File: config.mk
export PLATFORM = sky130hd
export DESIGN_NAME = sorted_min_priority_queue
export DESIGN_NICKNAME = d
export VERILOG_FILES = /design/src/rtl/spq_pkg.sv /design/src/rtl/spq_cell.sv /design/src/rtl/sorted_min_priority_queue.sv
export VERILOG_INCLUDE_DIRS = /design/src /design/src/rtl
export SDC_FILE = /design/constraint.sdc
export NUM_CORES = 2
export LEC_CHECK = 0
export BUFFER_PORTS_ARGS = -buffer_cell sky130_fd_sc_hd__buf_2
export CAP_MARGIN = 20
export CORE_ASPECT_RATIO = 0.7
export CORE_MARGIN = 2
export CORE_UTILIZATION = 30
export CTS_BUF_LIST = sky130_fd_sc_hd__clkbuf_16
export CTS_CLUSTER_SIZE = 10
export DETAILED_ROUTE_END_ITERATION = 16
export HOLD_SLACK_MARGIN = 0.15
export PLACE_DENSITY = 0.44
export SETUP_SLACK_MARGIN = 0.05
export SLEW_MARGIN = 30
export SYNTH_ARGS = -nofsm -noshare
export SYNTH_HDL_FRONTEND = slang
export SYNTH_HIERARCHICAL = 1
export SYNTH_SLANG_ARGS = --single-unit
File: constraint.sdc
create_clock -name i_clk -period 16.75 [get_ports i_clk]
set_input_delay 1.675 -clock i_clk [delete_from_list [all_inputs] [get_ports i_clk]]
set_output_delay 1.675 -clock i_clk [all_outputs]
set_load 0.03 [all_outputs]
File: src/rtl/assert_macros.svh
// ---------------------------------------------------------------------------
// assert_macros.svh
// Assertion macros that are used by the RTL. They compile to nothing when
// NO_ASSERTIONS is defined.
// ---------------------------------------------------------------------------
`ifndef ASSERT_MACROS_SVH
`define ASSERT_MACROS_SVH

`ifndef NO_ASSERTIONS

// Checked on every clock edge outside reset.
`define SPQ_ASSERT(lbl, prop, msg) \
    lbl: assert property (@(posedge i_clk) disable iff (!i_rst_n) (prop)) \
        else $error(msg);

// Checked on every clock edge, during reset too.
`define SPQ_ASSERT_ALWAYS(lbl, prop, msg) \
    lbl: assert property (@(posedge i_clk) (prop)) else $error(msg);

`else

`define SPQ_ASSERT(lbl, prop, msg)
`define SPQ_ASSERT_ALWAYS(lbl, prop, msg)

`endif

`endif

File: src/rtl/spq_pkg.sv
// ---------------------------------------------------------------------------
// spq_pkg
// Types and constants of the sorted minimum priority queue.
// ---------------------------------------------------------------------------
`default_nettype none

package spq_pkg;

    localparam int QUEUE_DEPTH = 16;
    localparam int COUNT_W     = $clog2(QUEUE_DEPTH + 1);
    localparam int KEY_W       = 32;

    localparam logic CMD_INSERT = 1'b0;
    localparam logic CMD_SERVE  = 1'b1;

    localparam logic [1:0] ST_OK    = 2'd0;
    localparam logic [1:0] ST_EMPTY = 2'd1;
    localparam logic [1:0] ST_FULL  = 2'd2;

    typedef logic signed [KEY_W-1:0] t_key;
    typedef logic [COUNT_W-1:0]      t_count;

    typedef struct packed {
        logic        command;
        logic signed [31:0] key_value;
    } t_in_item;

    typedef struct packed {
        logic [1:0]         status;
        logic               served_valid;
        logic signed [31:0] served_key;
        logic [4:0]         entry_count;
        logic signed [31:0] head_key;
    } t_out_item;

    // Per-cycle control broadcast to every cell of the chain.
    typedef struct packed {
        logic shift_in;   // insert: cells at or after the slot move up
        logic shift_out;  // serve: each cell takes its upper neighbour, the last keeps its key
    } t_cell_ctrl;

endpackage

`default_nettype wire

File: src/rtl/spq_cell.sv
// ---------------------------------------------------------------------------
// spq_cell
// One entry of the sorted chain: holds a key, compares it with the key being
// inserted and takes its new value from itself, one of its neighbours or the new key.
// ---------------------------------------------------------------------------
`default_nettype none

module spq_cell (
    input  wire                      i_clk,
    input  wire                      i_en,
    input  wire spq_pkg::t_cell_ctrl i_ctrl,
    input  wire                      i_occupied,
    input  wire spq_pkg::t_key       i_new_key,
    input  wire spq_pkg::t_key       i_prev_key,
    input  wire                      i_prev_less,
    input  wire spq_pkg::t_key       i_next_key,
    output spq_pkg::t_key            o_key,
    output spq_pkg::t_key            o_next_key,
    output logic                     o_less
);
    import spq_pkg::*;

    t_key r_key;
    t_key n_key;

    // Keys are ascending, so the cells that hold a smaller key form a prefix.
    assign o_less = i_occupied && (r_key < i_new_key);

    always_comb begin
        n_key = r_key;
        if (i_ctrl.shift_out) begin
            n_key = i_next_key;
        end else if (i_ctrl.shift_in && !o_less) begin
            n_key = i_prev_less ? i_new_key : i_prev_key;
        end
    end

    always_ff @(posedge i_clk) begin
        if (i_en) begin
            r_key <= n_key;
        end
    end

    assign o_key      = r_key;
    assign o_next_key = n_key;

endmodule

`default_nettype wire

File: src/rtl/sorted_min_priority_queue.sv
// ---------------------------------------------------------------------------
// sorted_min_priority_queue
// Bounded minimum priority queue of signed keys, held in ascending order in
// a chain of cells that all compare and shift in the same cycle.
// ---------------------------------------------------------------------------
// Usage:
//   The input channel carries a command (insert or serve) and a key. Every
//   input beat gives exactly one result beat with a status, the served key,
//   the entry count and the head key after the command.
//   The result is registered: it is loaded into the output register at the
//   edge that takes the input beat.
//   Throughput is one beat per cycle while the receiver does not stall, as
//   every cell of the chain compares and shifts at once.
//   A serve on an empty queue reports an empty status; an insert into a full
//   queue reports a full status and drops the key.
//   Reset empties the queue and clears the output valid; the key cells are
//   not cleared, as entries beyond the count are never read.
//   While the receiver stalls a waiting result, the input is stalled too; a
//   new beat is taken in the same cycle as the waiting result leaves.
// ---------------------------------------------------------------------------
`default_nettype none

module sorted_min_priority_queue (
    input  wire                     i_clk,
    input  wire                     i_rst_n,
    input  wire                     i_in_valid,
    input  wire spq_pkg::t_in_item  i_in_data,
    output logic                    o_in_stall,
    output logic                    o_out_valid,
    output spq_pkg::t_out_item      o_out_data,
    input  wire                     i_out_stall
);
    import spq_pkg::*;

    `include "assert_macros.svh"

    t_count     r_count;
    t_count     n_count;
    logic       r_out_valid;
    t_out_item  r_out_data;
    t_out_item  n_out_data;

    logic       w_accept;
    logic       w_insert_ok;
    logic       w_serve_ok;
    t_cell_ctrl w_ctrl;

    t_key       w_key      [QUEUE_DEPTH];
    t_key       w_next_key [QUEUE_DEPTH];
    logic       w_less     [QUEUE_DEPTH+1];
    logic       w_occupied [QUEUE_DEPTH];

    assign o_in_stall = r_out_valid && i_out_stall;
    assign w_accept   = i_in_valid && !o_in_stall;

    assign w_insert_ok = (i_in_data.command == CMD_INSERT) &&
                         (r_count < t_count'(QUEUE_DEPTH));
    assign w_serve_ok  = (i_in_data.command == CMD_SERVE) &&
                         (r_count != '0);

    assign w_ctrl.shift_in  = w_insert_ok;
    assign w_ctrl.shift_out = w_serve_ok;

    // The first cell sees a smaller key in front of it, so it takes the new
    // key whenever its own key is not smaller.
    assign w_less[0] = 1'b1;

    for (genvar i = 0; i < QUEUE_DEPTH; i++) begin : g_cell
        t_key w_prev;
        t_key w_next;

        assign w_occupied[i] = t_count'(i) < r_count;

        if (i == 0) begin : g_first
            assign w_prev = i_in_data.key_value;
        end else begin : g_mid
            assign w_prev = w_key[i-1];
        end

        if (i == QUEUE_DEPTH - 1) begin : g_last
            assign w_next = w_key[i];
        end else begin : g_up
            assign w_next = w_key[i+1];
        end

        spq_cell u_cell (
            .i_clk       (i_clk),
            .i_en        (w_accept),
            .i_ctrl      (w_ctrl),
            .i_occupied  (w_occupied[i]),
            .i_new_key   (i_in_data.key_value),
            .i_prev_key  (w_prev),
            .i_prev_less (w_less[i]),
            .i_next_key  (w_next),
            .o_key       (w_key[i]),
            .o_next_key  (w_next_key[i]),
            .o_less      (w_less[i+1])
        );
    end

    always_comb begin
        n_count = r_count;
        if (w_insert_ok) begin
            n_count = r_count + t_count'(1);
        end else if (w_serve_ok) begin
            n_count = r_count - t_count'(1);
        end

        n_out_data              = '0;
        n_out_data.entry_count  = 5'(n_count);
        n_out_data.head_key     = (n_count == '0) ? '0 : w_next_key[0];
        n_out_data.served_valid = w_serve_ok;
        n_out_data.served_key   = w_serve_ok ? w_key[0] : '0;
        unique case (i_in_data.command)
            CMD_INSERT: n_out_data.status = w_insert_ok ? ST_OK : ST_FULL;
            CMD_SERVE:  n_out_data.status = w_serve_ok ? ST_OK : ST_EMPTY;
            default:    n_out_data.status = ST_OK;
        endcase
    end

    always_ff @(posedge i_clk) begin
        if (!i_rst_n) begin
            r_count     <= '0;
            r_out_valid <= 1'b0;
        end else if (w_accept) begin
            r_count     <= n_count;
            r_out_valid <= 1'b1;
        end else if (!i_out_stall) begin
            r_out_valid <= 1'b0;
        end
    end

    always_ff @(posedge i_clk) begin
        if (w_accept) begin
            r_out_data <= n_out_data;
        end
    end

    assign o_out_valid = r_out_valid;
    assign o_out_data  = r_out_data;

    `SPQ_ASSERT(a_count_bound, r_count <= t_count'(QUEUE_DEPTH), "count above depth")
    `SPQ_ASSERT(a_head_sorted, w_occupied[1] |-> (w_key[0] <= w_key[1]), "head out of order")
    `SPQ_ASSERT(a_serve_count, (w_accept && w_serve_ok) |=> (r_count == $past(r_count) - t_count'(1)), "serve count")
    `SPQ_ASSERT_ALWAYS(a_reset_idle, !i_rst_n |=> !r_out_valid, "valid after reset")

endmodule

`default_nettype wire

==> results.json <==
{
  "design_area_um2": 53000,
  "nNetsFinal": 6051,
  "routed_via_density": 5.12,
  "wirelength_um": 158000,
  "rrSetupSlack_ns": 11.48,
  "powerDensity_nw_per_um2": 127,
  "rsz0062_at_grt": "no",
  "initial_utilization_pct": 30.2,
  "final_cell_count_no_fill": 7773,
  "layout-drive-gt1-share_pct": 7.44,
  "ys_warn_count": 6,
  "hold_buffers": 0,
  "overflow": 0,
  "leakage_nw": 23.7,
  "die_y_um": 343,
  "finalCritPeriodShare_pct": 35.0,
  "cp_max_fo": 63,
  "cp.required_ns": 17.16,
  "r2r_end": "g_cell[15].u_cell/o_key[18]",
  "skew_ns": 0.0299,
  "syn2layout_area_growth_pct": 7.27,
  "cts_buffers": 77,
  "synth_nets": 6085,
  "grt_pass1_wl_um": 240000,
  "hold_path_end": "o_out_valid",
  "grt_use_total_pct": 18.4,
  "fillCellCount": 17081,
  "cp_top_family": "buffers and inverters",
  "multiInputGateArea_um2": 26800,
  "drv_cap": 0,
  "p_total_mw": 6.74,
  "dp_cells": 7634,
  "route.detailed.drc": 0,
  "worst_pin_slew_ns": 1.06,
  "wl_per_cell_um": 20.3,
  "drt_iter0_drc": 3737,
  "core_area_um2": 163000,
  "vias": 39777,
  "post_cts_buffers": 0,
  "slew_violations": 0,
  "hold_depth": 2,
  "min-delay-start": "o_out_valid",
  "ctsResizeCount": 0,
  "r2r_cells": 10,
  "hpwl_um": 112000,
  "finalHoldViolCount": 0,
  "cts.sinks": 590,
  "synth_area_um2": 49400,
  "hold_path_class": "flip-flop to flip-flop",
  "rows": 124,
  "ctsHtreeMaxLevel": 3,
  "gp_congestion": 0.857,
  "finalSetupViolCount": 0,
  "r2r-start": "r_count[0]",
  "clockBufferDepth": 3,
  "port_buffers": 110,
  "cts_root_buf": "clkbuf_16",
  "fin_setup_tns_ns": 0,
  "grt_pass1_vias": 37916,
  "path_cells": "buf_2, inv_1, ha_1, nand4_1, nor4_1, buf_4, nand3_1, o22ai_2, nor2_1, xor2_1, nor2_4, buf_4, mux2_2, mux2i_1, o21ai_0",
  "synth_cells": 5548,
  "status": "completed",
  "grt_antenna_before_repair": 4,
  "fin_crit_ns": 5.86,
  "ant_nets": 0,
  "cpPeakStageDelay_ns": 0.83,
  "cts_tree": "yes",
  "worstPathArrival_ns": 6.27,
  "seqCellArea_um2": 17700,
  "critPathSlowestCell": "nor4_1",
  "syn_area_per_cell_um2": 8.90,
  "clk_latency_ns": 0.70,
  "drt_first_pass_iters": 6,
  "io_pins": 111,
  "clkTransAtPathRegs_ns": 0.06,
  "dieArea_um2": 168000,
  "fp.dieW_um": 489,
  "fmax_mhz": 171,
  "path_common_cell": "buf_4",
  "critPathBufInv": 4,
  "start_kind": "input pin",
  "peakVddDrop_mv": 0.0682,
  "final_util_pct": 32.4,
  "endpoint_kind": "flip-flop",
  "grt_max_degree": 231,
  "max_slew_margin_pct": 29.2,
  "placed_cell_area_um2": 50600,
  "criticalPathCategory": "input pin to flip-flop"
}
-- where the power goes --
part           switching (mW)  internal, mW  leakage [nW]
Combinational            1.68         0.990          16.7
Sequential              0.388          2.12          5.77
Clock                   0.718         0.842          1.18
-- stage by stage --
| stage | hold slack (ns) | worst slack [ns] |
|---|---|---|
| floorplan | 0.557 | 2.64 |
| global placement | 0.593 | 10.26 |
| detailed placement | 0.599 | 10.25 |
| CTS | 0.619 | 10.99 |
| global route | 0.661 | 10.76 |
| finish | 0.615 | 10.89 |
-- metal layers --
layer  global-route usage [%]  part of all wire, %  vias up
li1                         -                    -    19538
met1                     30.6                   55    19145
met2                     24.2                   37      967
met3                     3.23                  6.1      125
met4                     2.84                  1.3        2
met5                        0               0.0063        -
-- tightest hold or removal path, delay by kind of cell, from the launching register on --
kind	cells	cell delay (ns)
and+or+nand+nor	1	0.15
AOI/OAI and AO/OA	1	0.10
DFF	1	0.33
-- final cells by class --
cell class / instances / share of cell area, %
Antenna cell: 2 / 0.00945
Clock buffer: 78 / 3.69
Clock inverter: 53 / 0.536
Inverter: 587 / 4.17
Multi-Input combinational cell: 4076 / 50.6
Sequential cell: 590 / 33.3
Tap cell: 2205 / 5.21
Timing Repair Buffer: 182 / 2.42
-- cells in the final DEF (no fill, tap or decap), types with 17 or more instances in the layout --
master       n
nand2_1    714
a21oi_1    708
inv_1      607
edfxtp_1   584
nor2_1     567
mux2i_1    512
ha_1       500
o21ai_1    482
o21ai_0    150
buf_2      110
clkbuf_16   78
nand4_1     64
buf_4       55
nand3_1     34
a31oi_1     33
and3_1      32
nor3_1      19
nand2b_1    19
clkinv_1    19
mux2_2      17
-- worst max-delay path by stage --
stage / cells past startpoint / end / startpoint / slack (ns)
3_3_place_gp: 15 / g_cell[15].u_cell/o_key[0] / i_in_data[31] / 10.26
2_1_floorplan: 2 / g_cell[0].u_cell/o_key[0] / i_in_valid / 2.64
5_1_grt: 15 / g_cell[15].u_cell/o_key[0] / i_in_data[31] / 10.76
3_5_place_dp: 15 / g_cell[15].u_cell/o_key[0] / i_in_data[31] / 10.25
6_report: 15 / g_cell[15].u_cell/o_key[0] / i_in_data[31] / 10.89
4_1_cts: 8 / g_cell[15].u_cell/o_key[18] / r_count[0] / 10.99
-- state kept, by name (all words and copies together) (netlist names) --
name                 flops
g_cell.u_cell/o_key    512
o_out_data              72
o_out_valid              1
r_count                  5
Power figures use the tool's default switching activity.
